===== src/hdl/pms_pkg.sv =====
// Shared types, codes and constants for the power mode sequencer.
package pms_pkg;

	// Configuration register indexes and reset values.
	localparam int CFG_ADDR_W = 1;
	localparam int CFG_DATA_W = 6;
	localparam logic [CFG_ADDR_W-1:0] CFG_LONG_TIMEOUT  = 1'd0;
	localparam logic [CFG_ADDR_W-1:0] CFG_SHORT_TIMEOUT = 1'd1;
	localparam logic [CFG_DATA_W-1:0] LONG_TIMEOUT_RST  = 6'd40;
	localparam logic [CFG_DATA_W-1:0] SHORT_TIMEOUT_RST = 6'd1;

	// Stream widths.
	localparam int S_TDATA_W = 32;
	localparam int M_TDATA_W = 64;

	// Command codes.
	localparam logic [7:0] OP_CHARGE    = 8'h02;
	localparam logic [7:0] OP_DISCHARGE = 8'h03;
	localparam logic [7:0] OP_GVI       = 8'h04;
	localparam logic [7:0] OP_STOP      = 8'h05;
	localparam logic [7:0] OP_PROT_RST  = 8'h06;
	localparam logic [7:0] OP_STATUS    = 8'h0A;
	localparam logic [7:0] OP_SERIAL    = 8'h0F;

	// Frame lengths.
	localparam logic [7:0] LEN_CHARGE = 8'd2;
	localparam logic [7:0] LEN_OTHER  = 8'd1;

	// Reply headers.
	localparam logic [7:0] REPLY_NONE   = 8'h00;
	localparam logic [7:0] REPLY_CMD    = 8'h11;
	localparam logic [7:0] REPLY_STATUS = 8'h12;
	localparam logic [7:0] REPLY_SERIAL = 8'h1F;

	// Error codes.
	localparam logic [1:0] ERR_NONE  = 2'd0;
	localparam logic [1:0] ERR_LEN   = 2'd1;
	localparam logic [1:0] ERR_MODE  = 2'd2;
	localparam logic [1:0] ERR_UNSUP = 2'd3;

	// Operating modes; a transition kind holds the mode left behind.
	localparam logic [1:0] MODE_STOP      = 2'd0;
	localparam logic [1:0] MODE_CHARGE    = 2'd1;
	localparam logic [1:0] MODE_GVI       = 2'd2;
	localparam logic [1:0] MODE_DISCHARGE = 2'd3;

	localparam logic [5:0] TICK_MAX = 6'd63;

	// Item kind carried in tuser.
	localparam logic KIND_CMD  = 1'b0;
	localparam logic KIND_TICK = 1'b1;

	// One input item, last field in the lowest bits.
	typedef struct packed {
		logic       prot_bi;
		logic       prot_bz;
		logic       fb_btr;
		logic       fb_gvi;
		logic       fb_bz;
		logic [7:0] setup_byte;
		logic [7:0] frame_len;
		logic [7:0] opcode;
	} item_t;

	// Input item with its kind, as held in the input stage.
	typedef struct packed {
		logic  mode;
		item_t item;
	} in_word_t;

	// Output pin drives.
	typedef struct packed {
		logic       protect_reset_drive;
		logic       gvi_on_drive;
		logic       btr_select;
		logic       bz_off_drive;
		logic       bz_on_drive;
		logic [2:0] current_select;
		logic       charge_enable;
	} drives_t;

	// One result item, last field in the lowest bits.
	typedef struct packed {
		logic [15:0] unsupported_errors;
		logic [15:0] format_errors;
		drives_t     drives;
		logic [7:0]  status_byte;
		logic [7:0]  reply_code;
		logic [1:0]  error_code;
	} result_t;

	localparam drives_t DRIVES_RST = '{btr_select: 1'b1, current_select: 3'd0, default: 1'b0};

endpackage


===== src/hdl/pms_stage.sv =====
// Register slice holding one stream word, with full-rate handoff.
module pms_stage #(
	parameter int W = 8
) (
	input  logic         clk,
	input  logic         arst_n,
	input  logic         in_valid,
	output logic         in_ready,
	input  logic [W-1:0] in_data,
	output logic         out_valid,
	input  logic         out_ready,
	output logic [W-1:0] out_data
);
	logic         valid_q;
	logic [W-1:0] data_q;

	// Take a new word when empty or when the held word leaves this cycle.
	assign in_ready  = !valid_q || out_ready;
	assign out_valid = valid_q;
	assign out_data  = data_q;

	always_ff @(posedge clk or negedge arst_n) begin
		if (!arst_n) begin
			valid_q <= 1'b0;
		end else if (in_ready) begin
			valid_q <= in_valid;
		end
	end

	// Payload needs no reset.
	always_ff @(posedge clk) begin
		if (in_valid && in_ready) begin
			data_q <= in_data;
		end
	end
endmodule


===== src/hdl/pms_ctrl.sv =====
// Sequencer state, timeout registers and the per-item command and tick logic.
module pms_ctrl (
	input  logic                           clk,
	input  logic                           arst_n,
	input  logic                           cfg_we,
	input  logic [pms_pkg::CFG_ADDR_W-1:0] cfg_addr,
	input  logic [pms_pkg::CFG_DATA_W-1:0] cfg_wdata,
	input  logic                           fire,
	input  pms_pkg::in_word_t              word,
	output pms_pkg::result_t               result
);
	import pms_pkg::*;

	logic [5:0]  long_tmo_q, short_tmo_q;
	logic [1:0]  op_mode_q, kind_q;
	logic        timer_q, fault_q;
	logic [5:0]  tick_q;
	drives_t     drives_q;
	logic [15:0] fmt_cnt_q, unsup_cnt_q;

	logic [1:0]  op_mode_d, kind_d;
	logic        timer_d, fault_d;
	logic [5:0]  tick_d;
	drives_t     drives_d;
	logic [15:0] fmt_cnt_d, unsup_cnt_d;
	logic [1:0]  err;
	logic [7:0]  reply;

	// Tick watch terms.
	logic [5:0]  tick_inc;
	logic [5:0]  tmo;
	logic        watch_en, reached, rel_bz_on, rel_bz_off;
	logic        supported;
	logic [7:0]  need_len;
	item_t       it;

	assign it = word.item;

	// Configuration writes.
	always_ff @(posedge clk or negedge arst_n) begin
		if (!arst_n) begin
			long_tmo_q  <= LONG_TIMEOUT_RST;
			short_tmo_q <= SHORT_TIMEOUT_RST;
		end else if (cfg_we) begin
			unique case (cfg_addr)
				CFG_LONG_TIMEOUT:  long_tmo_q  <= cfg_wdata;
				CFG_SHORT_TIMEOUT: short_tmo_q <= cfg_wdata;
				default: ;
			endcase
		end
	end

	// Which feedback pin the running timer watches, and its level.
	always_comb begin
		tick_inc   = (tick_q == TICK_MAX) ? tick_q : tick_q + 6'd1;
		watch_en   = 1'b1;
		reached    = 1'b0;
		tmo        = long_tmo_q;
		rel_bz_on  = 1'b0;
		rel_bz_off = 1'b0;
		unique case (kind_q)
			MODE_STOP: begin
				unique case (op_mode_q)
					MODE_CHARGE: begin
						reached   = !it.fb_bz;
						rel_bz_on = 1'b1;
					end
					MODE_GVI:       reached = !it.fb_gvi;
					MODE_DISCHARGE: begin
						reached = it.fb_btr;
						tmo     = short_tmo_q;
					end
					default:        watch_en = 1'b0;
				endcase
			end
			MODE_CHARGE: begin
				reached    = it.fb_bz;
				rel_bz_off = 1'b1;
			end
			MODE_GVI: reached = it.fb_gvi;
			default: begin
				reached = !it.fb_btr;
				tmo     = short_tmo_q;
			end
		endcase
	end

	// Opcode decode and length check.
	always_comb begin
		supported = (it.opcode == OP_CHARGE) || (it.opcode == OP_DISCHARGE) ||
		            (it.opcode == OP_GVI) || (it.opcode == OP_STOP) ||
		            (it.opcode == OP_PROT_RST) || (it.opcode == OP_STATUS) ||
		            (it.opcode == OP_SERIAL);
		need_len  = (it.opcode == OP_CHARGE) ? LEN_CHARGE : LEN_OTHER;
	end

	// Next state and result for the item in the input stage.
	always_comb begin
		op_mode_d   = op_mode_q;
		kind_d      = kind_q;
		timer_d     = timer_q;
		fault_d     = fault_q;
		tick_d      = tick_q;
		drives_d    = drives_q;
		fmt_cnt_d   = fmt_cnt_q;
		unsup_cnt_d = unsup_cnt_q;
		err         = ERR_NONE;
		reply       = REPLY_NONE;

		if (word.mode == KIND_TICK) begin
			if (timer_q) begin
				tick_d = tick_inc;
				if (watch_en && (reached || tick_inc >= tmo)) begin
					if (!reached) begin
						fault_d = 1'b1;
					end
					if (rel_bz_on) begin
						drives_d.bz_on_drive = 1'b0;
					end
					if (rel_bz_off) begin
						drives_d.bz_off_drive = 1'b0;
					end
					timer_d = 1'b0;
					tick_d  = '0;
				end
			end
		end else if (!supported) begin
			unsup_cnt_d = unsup_cnt_q + 16'd1;
			err         = ERR_UNSUP;
		end else if (it.frame_len != need_len) begin
			fmt_cnt_d = fmt_cnt_q + 16'd1;
			err       = ERR_LEN;
		end else begin
			unique case (it.opcode)
				OP_CHARGE, OP_DISCHARGE, OP_GVI: begin
					if (op_mode_q != MODE_STOP) begin
						err = ERR_MODE;
					end else begin
						kind_d  = op_mode_q;
						timer_d = 1'b1;
						tick_d  = '0;
						reply   = REPLY_CMD;
						if (it.opcode == OP_CHARGE) begin
							drives_d.charge_enable  = it.setup_byte[0];
							drives_d.current_select = it.setup_byte[4:2];
							drives_d.bz_on_drive    = 1'b1;
							op_mode_d               = MODE_CHARGE;
						end else if (it.opcode == OP_DISCHARGE) begin
							drives_d.btr_select = 1'b0;
							op_mode_d           = MODE_DISCHARGE;
						end else begin
							drives_d.gvi_on_drive = 1'b1;
							op_mode_d             = MODE_GVI;
						end
					end
				end
				OP_STOP: begin
					if (op_mode_q == MODE_STOP) begin
						err = ERR_MODE;
					end else begin
						unique case (op_mode_q)
							MODE_CHARGE: begin
								drives_d.charge_enable = 1'b0;
								drives_d.bz_off_drive  = 1'b1;
							end
							MODE_GVI: drives_d.gvi_on_drive = 1'b0;
							default:  drives_d.btr_select   = 1'b1;
						endcase
						kind_d    = op_mode_q;
						timer_d   = 1'b1;
						tick_d    = '0;
						op_mode_d = MODE_STOP;
						reply     = REPLY_CMD;
					end
				end
				OP_PROT_RST: begin
					drives_d.protect_reset_drive = 1'b1;
					reply                        = REPLY_CMD;
				end
				OP_STATUS: reply = REPLY_STATUS;
				default:   reply = REPLY_SERIAL;
			endcase
		end
	end

	// Result reflects the state after this item.
	always_comb begin
		result.error_code         = err;
		result.reply_code         = reply;
		result.status_byte        = {1'b0, !fault_d, it.prot_bi, it.prot_bz, 1'b0,
		                             it.fb_btr, it.fb_gvi, it.fb_bz};
		result.drives             = drives_d;
		result.format_errors      = fmt_cnt_d;
		result.unsupported_errors = unsup_cnt_d;
	end

	// State update when the item moves into the result register.
	always_ff @(posedge clk or negedge arst_n) begin
		if (!arst_n) begin
			op_mode_q   <= MODE_STOP;
			kind_q      <= MODE_STOP;
			timer_q     <= 1'b0;
			fault_q     <= 1'b0;
			tick_q      <= '0;
			drives_q    <= DRIVES_RST;
			fmt_cnt_q   <= '0;
			unsup_cnt_q <= '0;
		end else if (fire) begin
			op_mode_q   <= op_mode_d;
			kind_q      <= kind_d;
			timer_q     <= timer_d;
			fault_q     <= fault_d;
			tick_q      <= tick_d;
			drives_q    <= drives_d;
			fmt_cnt_q   <= fmt_cnt_d;
			unsup_cnt_q <= unsup_cnt_d;
		end
	end
endmodule


===== src/hdl/power_mode_sequencer_core.sv =====
// Top level of the power mode sequencer: input stage, sequencer logic, result stage.
//
//   channel  | direction | handshake         | payload
//   s_       | in        | s_tvalid/s_tready | s_tdata items, s_tuser item kind
//   m_       | out       | m_tvalid/m_tready | m_tdata results
//   cfg_     | in        | cfg_we            | cfg_addr, cfg_wdata
//
// One item per cycle sustained while m_ is not stalled; each result passes through the
// input stage register and then the result register before it is on m_.
// All work runs between the input stage register and the result register.
// Reset clears the sequencer state and loads the default timeouts.
// A stall on m_ holds the result; the input stage keeps one more item,
// then s_tready drops until the result is taken.
module power_mode_sequencer_core (
	input  logic                           clk,
	input  logic                           arst_n,
	input  logic                           s_tvalid,
	output logic                           s_tready,
	// [7:0] opcode, [15:8] frame_len, [23:16] setup_byte, [24] fb_bz, [25] fb_gvi,
	// [26] fb_btr, [27] prot_bz, [28] prot_bi, [31:29] zero
	input  logic [pms_pkg::S_TDATA_W-1:0]  s_tdata,
	// [0] mode
	input  logic                           s_tuser,
	output logic                           m_tvalid,
	input  logic                           m_tready,
	// [1:0] error_code, [9:2] reply_code, [17:10] status_byte, [18] charge_enable,
	// [21:19] current_select, [22] bz_on_drive, [23] bz_off_drive, [24] btr_select,
	// [25] gvi_on_drive, [26] protect_reset_drive, [42:27] format_errors,
	// [58:43] unsupported_errors, [63:59] zero
	output logic [pms_pkg::M_TDATA_W-1:0]  m_tdata,
	input  logic                           cfg_we,
	input  logic [pms_pkg::CFG_ADDR_W-1:0] cfg_addr,
	input  logic [pms_pkg::CFG_DATA_W-1:0] cfg_wdata
);
	import pms_pkg::*;

	in_word_t in_word, word_s1;
	logic     valid_s1, adv_s1;
	result_t  result, result_s2;

	assign in_word.mode = s_tuser;
	assign in_word.item = s_tdata[$bits(item_t)-1:0];

	pms_stage #(.W($bits(in_word_t))) u_in_stage (
		.clk       (clk),
		.arst_n    (arst_n),
		.in_valid  (s_tvalid),
		.in_ready  (s_tready),
		.in_data   (in_word),
		.out_valid (valid_s1),
		.out_ready (adv_s1),
		.out_data  (word_s1)
	);

	logic res_ready;
	assign adv_s1 = res_ready;

	pms_ctrl u_ctrl (
		.clk       (clk),
		.arst_n    (arst_n),
		.cfg_we    (cfg_we),
		.cfg_addr  (cfg_addr),
		.cfg_wdata (cfg_wdata),
		.fire      (valid_s1 && res_ready),
		.word      (word_s1),
		.result    (result)
	);

	pms_stage #(.W($bits(result_t))) u_out_stage (
		.clk       (clk),
		.arst_n    (arst_n),
		.in_valid  (valid_s1),
		.in_ready  (res_ready),
		.in_data   (result),
		.out_valid (m_tvalid),
		.out_ready (m_tready),
		.out_data  (result_s2)
	);

	assign m_tdata = {{(M_TDATA_W - $bits(result_t)){1'b0}}, result_s2};
endmodule


===== config.mk =====
export PLATFORM = sky130hd
export DESIGN_NAME = power_mode_sequencer_core
export DESIGN_NICKNAME = d
export VERILOG_FILES = /design/src/hdl/pms_pkg.sv /design/src/hdl/pms_stage.sv /design/src/hdl/pms_ctrl.sv /design/src/hdl/power_mode_sequencer_core.sv
export SDC_FILE = /design/constraint.sdc
export NUM_CORES = 1
export LEC_CHECK = 0
export ABC_AREA = 1
export BUFFER_PORTS_ARGS = -buffer_cell sky130_fd_sc_hd__buf_2
export CAP_MARGIN = 20
export CORE_MARGIN = 5
export CORE_UTILIZATION = 62
export CTS_CLUSTER_DIAMETER = 40
export DETAILED_ROUTE_END_ITERATION = 8
export GPL_ROUTABILITY_DRIVEN = 0
export PLACE_DENSITY = 0.83
export SLEW_MARGIN = 30
export SYNTH_ARGS = -nofsm -noshare
export SYNTH_HDL_FRONTEND = slang
export SYNTH_SLANG_ARGS = --single-unit

===== constraint.sdc =====
create_clock -name clk -period 7.6 [get_ports clk]
set_input_delay 1.52 -clock clk [delete_from_list [all_inputs] [get_ports clk]]
set_output_delay 1.52 -clock clk [all_outputs]
set_load 0.05 [all_outputs]

==> metrics, run 1 <==
cells along the critical path=buf_2 -> inv_1 -> nand3_1 -> buf_2; hold_buf cts=0; initial antenna violation count=0; Design Area, Final=about 0.0088 mm^2; final setup violation count=0; number of synthesized flops with an enable pin=79; Rows=40; top cell type's share of synthesized area=0.310; Crit-path slowest cell=buf_2; Total GRT Usage=0.223; f_max=between 200 and 300 MHz; worst skew pair latency=420 ps; detailed-route via count=roughly 6000; Max-cap violations=0; port bufs=93; # fillers=just over 900; area of the multi-input gates=around 0.003 mm^2; Clock Tree Buf Depth=2; pin count of the biggest net entering global routing=a little over 70; WP data required=approximately 6100 ps; clock slew at reported path FFs=60 ps; Final Net Count=~1100; fin util=0.729; Antenna Cells=0; Sequential Area=roughly 0.0041 mm^2; startpoint types=input pin; layout cells sized above 1=0.157; CTS tree=done; die width=about 120 um; I/O Pins=between 100 and 150; TNS Setup=0 ps; Fin Clk Skew=roughly 6.3 ps; Routed WL per cell=13.2 um; kind of critical path=input pin to primary output; synth cell count leaders=nand2_1, inv_1, edfxtp_1; register area share after synthesis=0.530; first-pass GRT wire length=about 26 mm; RSZ-0062 raised after global routing=no; post-synth cell types=46; core box area=0.0121 mm^2; Post-Route WL=~16 mm; ANT nets after route=0; crit end category=primary output; crit-path leading delay family=buffers and inverters; CTS Root Cell=clkbuf_16; vias in the first global route=between 5000 and 6000; Die Height=121 um; VDD IR max=around 220 uV; Buf/Inv on CP=3; Final Hold Fails=0; Rel. slew slack=0.459; Top FF cell, synth=edfxtp_1; PostCTS Resize Cnt=0; Final Critical Period=roughly 3600 ps; placed wire-length estimate=between 10 and 15 mm; clk sinks=146; status=complete, no violations; worst endpoint data arrival time=roughly 2000 ps; Synth Cell Area=roughly 0.0076 mm^2; Overflow after GRT=0; Initial Util=0.634; die area=0.0146 mm^2; pwr/cell area=between 200 and 300 mW/mm^2; pre-CTS worst setup slack=about 3800 ps; Area contributors post-synth=edfxtp_1, dfrtp_1, nand2_1; Placed Area=just over 0.008 mm^2; Mapped Cells=around 910; Async SR Flop Fraction=0.459; area grow syn2layout=15.0%; top-count cell post-synth=nand2_1; post-route setup slack=approximately 4000 ps; FF+latch count, synth=146; Num CTS Buffers=17; Synth Warn #=0; Pleak=~0.0043 uW; max incr delay on CP=~240 ps; Tcrit/Tclk final=0.471; synthesized area per cell=approximately 8.4 um^2; Hold Crit Class=register to register; drt drc=0; H-Tree Depth=4; Pre-Repair DR Iteration Count=8; iteration-0 DRC count of the detailed router=656; Yosys top cell by area=edfxtp_1; Max FO, Critical Path=3; DR vias/cell=5.24; Max Slew Vio Count=0; # Post-CTS Setup Buffers=0; worst-margin pin slew=approximately 810 ps; most used cell along the critical path=buf_2
==> worst register-to-register path: stages, from the launching register on <==
cell,delay (ps)
dfrtp_1,450
ha_1,260
nand2_1,70
inv_1,40
nand2_1,90
nor2_1,70
nand2_1,140
inv_1,90
a21oi_1,210
inv_1,80
ha_1,300
nand4_1,90
a21oi_1,120
nor2_1,60
nand2_1,60
nand2_1,90
nor2_1,130
nand3_1,130
and2_1,170
==> worst paths after layout <==
kind,from,endpoint,slack (ps),cells after the start
setup / recovery,m_tready,s_tready,4020,4
hold / removal,u_in_stage.out_data[28]$_DFFE_PP_,u_out_stage.out_data[15]$_DFFE_PP_,420,0
setup reg to reg,u_ctrl.tick_q[0]$_DFFE_PN0P_,u_out_stage.out_data[22]$_DFFE_PP_,4700,18
hold reg to reg,u_in_stage.out_data[28]$_DFFE_PP_,u_out_stage.out_data[15]$_DFFE_PP_,420,0
max in group asynchronous,arst_n,u_ctrl.long_tmo_q[1]$_DFFE_PN0P_,5930,2
min in group asynchronous,arst_n,u_ctrl.unsup_cnt_q[8]$_DFFE_PN0P_,1200,2
==> kinds of logic (layout without fill, tap and decap cells) <==
family	count (synthesis)	in the layout	synth area share
AND/OR/NAND/NOR	521	521	0.301
flip-flops	146	146	0.530
XOR/XNOR	4	4	0.00557
buffers and inverters	148	241	0.0804
AO/OA/AOI/OAI	66	66	0.0511
adder cells (fa/ha/maj)	19	19	0.0311
other	1	10	0.000491
==> power breakdown <==
group	switching [uW]	internal [uW]	total [uW]
combinational	339	112	451
clock	307	544	851
sequential	70.4	952	1020
total	716	1610	2320
==> cells in the final DEF (no fill, tap or decap), drive strengths merged, types with 2 or more instances in the layout <==
cell type and n:
nand3b 2, inv 111, o21a 2, clkbuf 20, a32o 2, nor2 67
conb 10, o21ai 36, buf 96, o22ai 4, a21oi 12, dfstp 4
dfrtp 63, nand2 318, xor2 3, nand4 39, ha 19, a31oi 2
o21bai 3, clkinvlp 2, and2 17, clkinv 8, bufinv 4, nand3 71
edfxtp 79, nor3 6
==> flip-flops by register name, indices dropped and copies added (netlist names), named ones only <==
signal / cells
u_in_stage.out_valid: 1
u_in_stage.out_data: 26
u_ctrl.unsup_cnt_q: 16
u_out_stage.out_valid: 1
u_ctrl.op_mode_q: 2
u_ctrl.long_tmo_q: 6
u_ctrl.drives_q: 9
u_ctrl.timer_q: 1
u_ctrl.tick_q: 6
u_out_stage.out_data: 53
u_ctrl.kind_q: 2
u_ctrl.short_tmo_q: 6
u_ctrl.fmt_cnt_q: 16
==> cell type report <==
type / count / area share
clock inverter: 11 / 0.0185
timing repair buffer: 96 / 0.0559
clock buffer: 20 / 0.0497
tap: 168 / 0.0239
sequential: 146 / 0.461
inverter: 114 / 0.0488
multi-input combinational: 620 / 0.342
==> routing by layer <==
| metal | up-vias | track usage | part of all wire |
|---|---|---|---|
| li1 | 3100 | - | - |
| met1 | 2822 | 0.295 | 0.43 |
| met2 | 215 | 0.357 | 0.48 |
| met3 | 22 | 0.0550 | 0.066 |
| met4 | 0 | 0.0822 | 0.015 |
| met5 | - | 0 | 0 |
==> per-stage QoR <==
| stage | total power (uW) | hold WS, ps | instances |
|---|---|---|---|
| after floorplan | 1380 | 400 | 914 |
| final | 2320 | 422 | 1175 |
| after global placement | 1470 | 401 | 1144 |
| after detailed placement | 1480 | 406 | 1144 |
| after CTS | 2340 | 420 | 1175 |
| after global routing | 2430 | 442 | 1175 |
No activity file was read; power rests on OpenSTA's default activity.
==> inputs of run 2 (changes only) <==
Settings changed: CORE_UTILIZATION 62 to 58, PLACE_DENSITY 0.83 to 0.78.
Clock period 7.6 ns to 3.39 ns, I/O delays scaled along.
==> metrics, run 2 (synthesis results as in run 1) <==
hold_buf cts=0 (unchanged); port bufs=93 (unchanged); Tcrit/Tclk final=0.817; Final Critical Period=between 2000 and 3000 ps; Total GRT Usage=0.208 (-0.0150); status=complete, no violations; H-Tree Depth=4 (unchanged); WP data required=3570 ps (-2510 ps); Hold Crit Class=input pin to async pin; core box area=0.0131 mm^2 (+8.5%); startpoint types=register; max reg flops=53 (unchanged); leading cell type in the layout, fill and taps excluded=nand2_1; layout cells sized above 1=0.164 (+0.00747); Overflow after GRT=0 (unchanged); I/O Pins=111 (unchanged); Num CTS Buffers=17 (unchanged); final setup violation count=0 (unchanged); detailed-route via count=6182 (+0.37%); drt drc=0 (unchanged); Rel. slew slack=0.599 (+0.140); Pleak=0.00439 uW (+1.6%); CTS tree=done; vias in the first global route=5720 (+0.12%); Pre-Repair DR Iteration Count=5 (-3); post-route setup slack=621 ps (-3400 ps); clock slew at reported path FFs=60 ps (about the same); kind of critical path=register to register; RSZ-0062 raised after global routing=no; ANT nets after route=0 (unchanged); worst endpoint data arrival time=2940 ps (+880 ps); clk sinks=146 (unchanged); Final Hold Fails=0 (unchanged); Max-cap violations=0 (unchanged); Max FO, Critical Path=5 (+2); pin count of the biggest net entering global routing=43 (-39%); VDD IR max=321 uV (+45%); area grow syn2layout=16.7%; CTS Root Cell=clkbuf_16; worst skew pair latency=420 ps (about the same); Fin Clk Skew=6.96 ps (+0.615 ps); iteration-0 DRC count of the detailed router=378 (-42%); Antenna Cells=0 (unchanged); placed wire-length estimate=10.9 mm (+4.7%); Clock Tree Buf Depth=2 (unchanged); pwr/cell area=599 mW/mm^2 (+130%); first-pass GRT wire length=26.4 mm (+1.6%); Initial Util=0.584 (-0.0496); Post-Route WL=15.8 mm (+2.1%); crit end category=register; Final Net Count=1067 (+0.76%); pre-CTS worst setup slack=656 ps (-3180 ps); die area=0.0156 mm^2 (+6.3%); die width=125 um (+3.1%); Die Height=125 um (+3.1%); worst-margin pin slew=601 ps (-211 ps); PostCTS Resize Cnt=0 (unchanged); # Post-CTS Setup Buffers=0 (unchanged); commonest non-fill, non-tap cells in the layout=nand2_1, inv_1, buf_2; DR vias/cell=5.19 (-1.1%); f_max=between 300 and 400 MHz; Rows=42 (+5.0%); initial antenna violation count=0 (unchanged); Routed WL per cell=13.3 um (+0.63%); Max Slew Vio Count=0 (unchanged); TNS Setup=0 ps (unchanged)
## run 2: power breakdown
| part | total [uW] | switching [uW] | internal, uW |
|---|---|---|---|
| combinational | 1030 | 770 | 265 |
| sequential | 2280 | 147 | 2130 |
| clock | 2030 | 695 | 1330 |
## run 2: final timing paths
check                      slack [ps]                              start                                 end  cells past startpoint
max                               620       u_ctrl.tick_q[0]$_DFFE_PN0P_  u_out_stage.out_data[22]$_DFFE_PP_                     18
min                               250                             arst_n     u_ctrl.fmt_cnt_q[7]$_DFFE_PN0P_                      2
max reg2reg                       620       u_ctrl.tick_q[0]$_DFFE_PN0P_  u_out_stage.out_data[22]$_DFFE_PP_                     18
min reg2reg                       420  u_in_stage.out_data[27]$_DFFE_PP_  u_out_stage.out_data[14]$_DFFE_PP_                      0
max in group asynchronous        2610                             arst_n   u_ctrl.unsup_cnt_q[7]$_DFFE_PN0P_                      2
min in group clk                  420  u_in_stage.out_data[27]$_DFFE_PP_  u_out_stage.out_data[14]$_DFFE_PP_                      0
## run 2: area by class of cell
class	count	area (um^2)
multi-input cells	620	3010
inverters	114	429
flip-flops and latches	146	4050
clock inverters	9	150
repair buffers	104	561
well taps	176	220
fillers	1070	4160
clock buffers	23	499
## run 2: layer usage
| metal | track usage | vias to the layer above | part of all wire |
|---|---|---|---|
| met2 | 0.348 | 189 | 0.49 |
| li1 | - | 3133 | - |
| met3 | 0.0463 | 25 | 0.057 |
| met4 | 0.0780 | 0 | 0.021 |
| met1 | 0.264 | 2835 | 0.44 |
| met5 | 0 | - | 0 |
## run 2: worst max-delay path, stage by stage (launching register included)
cell     delay (ps)
dfrtp_1         430
ha_1            230
nand2_1          70
inv_1            40
nand2_1          80
nor2_1           60
nand2_1         120
inv_1            90
a21oi_1         160
inv_1            60
ha_1            290
a21oi_1          60
o21ai_0         170
nor2_1           70
nand2_1          60
nand2_1          90
nor2_1          130
nand3_1         120
and2_1          170
## run 2: through the flow
stage / instances / utilization / hold slack [ps] / total power [uW] / instance area [um^2]
final: 1192 / 0.682 / 254 / 5340 / 8920
after global routing: 1192 / 0.682 / 271 / 5580 / 8920
after CTS: 1192 / 0.682 / 248 / 5370 / 8920
after detailed placement: 1160 / 0.632 / 413 / 3340 / 8270
after global placement: 1160 / 0.632 / 402 / 3310 / 8270
after floorplan: 914 / - / 382 / 3090 / 7680
==> inputs of run 3 (changes only) <==
Settings changed: CORE_UTILIZATION 58 to 52, PLACE_DENSITY 0.78 to 0.74.
Clock period 3.39 ns to 2.4 ns, I/O delays scaled along.
==> metrics, run 3 (synthesis results as in run 1) <==
leading cell type in the layout, fill and taps excluded=nand2_1; Max Slew Vio Count=0 (unchanged); max reg flops=53 (unchanged); fin util=0.642 (-0.0397); die width=131 um (+5.2%); layout cells sized above 1=0.220 (+0.0557); Max-cap violations=0 (unchanged); Antenna Cells=0 (unchanged); clock slew at reported path FFs=60 ps (about the same); Rows=44 (+4.8%); CTS tree=done; RR Startpoint=u_ctrl.kind_q[0]$_DFFE_PN0P_; cells along the critical path=ha_1 -> a21oi_1 -> o22ai_1 -> inv_1 -> ha_4 -> nand4_1 -> a21oi_2 -> nor2_1 -> nand2_1 -> nand2_2 -> nor2_4 -> nand3_2 -> and2_1; pin count of the biggest net entering global routing=68 (+58%); Placed Area=0.00846 mm^2 (+2.3%); I/O Pins=111 (unchanged); Crit-path slowest cell=dfrtp_1; Reg-to-Reg End=u_out_stage.out_data[22]$_DFFE_PP_; max incr delay on CP=410 ps (-20 ps); Tcrit/Tclk final=1.06 (+0.240); Routed WL per cell=13.5 um (+1.3%); Clock Tree Buf Depth=2 (unchanged); failing checks=setup timing; VDD IR max=633 uV (+98%); startpoint types=register; drt drc=0 (unchanged); port bufs=93 (unchanged); Initial Util=0.528 (-0.0562); Overflow after GRT=0 (unchanged); status=finished with violations; area grow syn2layout=21.6%; TNS Setup=-842 ps (-842 ps); post-route setup slack=-137 ps (-758 ps); Worst R2R Path Depth=13 (-5); DR vias/cell=5.11 (-1.4%); Final Critical Period=2540 ps (-232 ps); worst skew pair latency=420 ps (about the same); die area=0.0172 mm^2 (+11%); worst endpoint data arrival time=2720 ps (-220 ps); pre-CTS worst setup slack=-184 ps (-841 ps); Fin Clk Skew=6.90 ps (-0.0678 ps); RSZ-0062 raised after global routing=yes; WP data required=2580 ps (-990 ps); CP startpoint=u_ctrl.kind_q[0]$_DFFE_PN0P_; detailed-route via count=6285 (+1.7%); pwr/cell area=820 mW/mm^2 (+37%); Hold Crit Class=input pin to async pin; Critical path destination=u_out_stage.out_data[22]$_DFFE_PP_; final setup violation count=10 (+10); Total GRT Usage=0.190 (-0.0174); Max FO, Critical Path=4 (-1); Die Height=131 um (+5.2%); Pre-Repair DR Iteration Count=5 (unchanged); vias in the first global route=5667 (-0.93%); first-pass GRT wire length=27.0 mm (+2.5%); Final Net Count=1096 (+2.7%); Pleak=0.00455 uW (+3.7%); f_max=394 MHz (+9.1%); clk sinks=146 (unchanged); placed wire-length estimate=11.3 mm (+3.2%); kind of critical path=register to register; FF-to-FF setup slack=-140 ps (-760 ps); core box area=0.0145 mm^2 (+11%); Post-Route WL=16.5 mm (+4.4%); initial antenna violation count=0 (unchanged); Fin Hold WS=77.0 ps (-177 ps); commonest non-fill, non-tap cells in the layout=nand2_1, inv_1, buf_2; CTS Root Cell=clkbuf_16; Final Hold Fails=0 (unchanged); H-Tree Depth=4 (unchanged); iteration-0 DRC count of the detailed router=492 (+30%); ANT nets after route=0 (unchanged); crit end category=register; Design Area, Final=0.00930 mm^2 (+4.2%); Num CTS Buffers=17 (unchanged)
[run 3: per-stage QoR]
stage	total power, uW	cells
after CTS	7630	1226
after global routing	7980	1229
final	7630	1229
after global placement	4730	1189
after detailed placement	4770	1189
after floorplan	4360	914
[run 3: worst min path at each step]
stage,endpoint,slack (ps),cells past startpoint
after floorplan,async pin,180,0
after global placement,u_out_stage.out_data[15]$_DFFE_PP_,400,0
after detailed placement,u_out_stage.out_data[15]$_DFFE_PP_,410,0
after CTS,u_ctrl.unsup_cnt_q[8]$_DFFE_PN0P_,90,2
after global routing,u_ctrl.unsup_cnt_q[8]$_DFFE_PN0P_,120,2
final,u_ctrl.unsup_cnt_q[3]$_DFFE_PN0P_,80,2
[run 3: worst max-delay path: cells and delay by family, from the launching register on]
kind / cells / cell delay, ps
DFF: 1 / 410
adders and majority gates: 2 / 410
and+or+nand+nor: 7 / 680
AOI/OAI and AO/OA: 3 / 660
buffers and inverters: 1 / 130
[run 3: metal layers]
layer	part of all wire	up-vias	wire length (um)	global-route usage
met4	0.017	0	276	0.0658
met5	0	-	0	0
met2	0.48	165	7860	0.297
met1	0.45	2911	7510	0.259
met3	0.053	29	882	0.0501
li1	-	3180	-	-
[run 3: area by class of cell]
cell class              count  area, um^2
clock buffers              23         479
clock inverters             9         154
fillers                  1188        5180
inverters                 114         429
multi-input cells         620        3160
flip-flops and latches    146        4050
well taps                 184         230
repair buffers            133         795
[run 3: repair_timing]
| item | 4_1_cts | 5_1_grt |
|---|---|---|
| gates resized for setup | 23 | 19 |
| setup buffers | 5 | 3 |
| pin swaps | 17 | 16 |
| setup endpoints to repair | 12 | 16 |
| gates cloned | 0 | 0 |
| hold buffers | 0 | 0 |
[run 3: power by group]
group / internal, uW / switching, uW / total, uW
registers: 3010 / 199 / 3210
logic: 445 / 1150 / 1590
clock network: 1830 / 997 / 2820
total: 5280 / 2340 / 7630
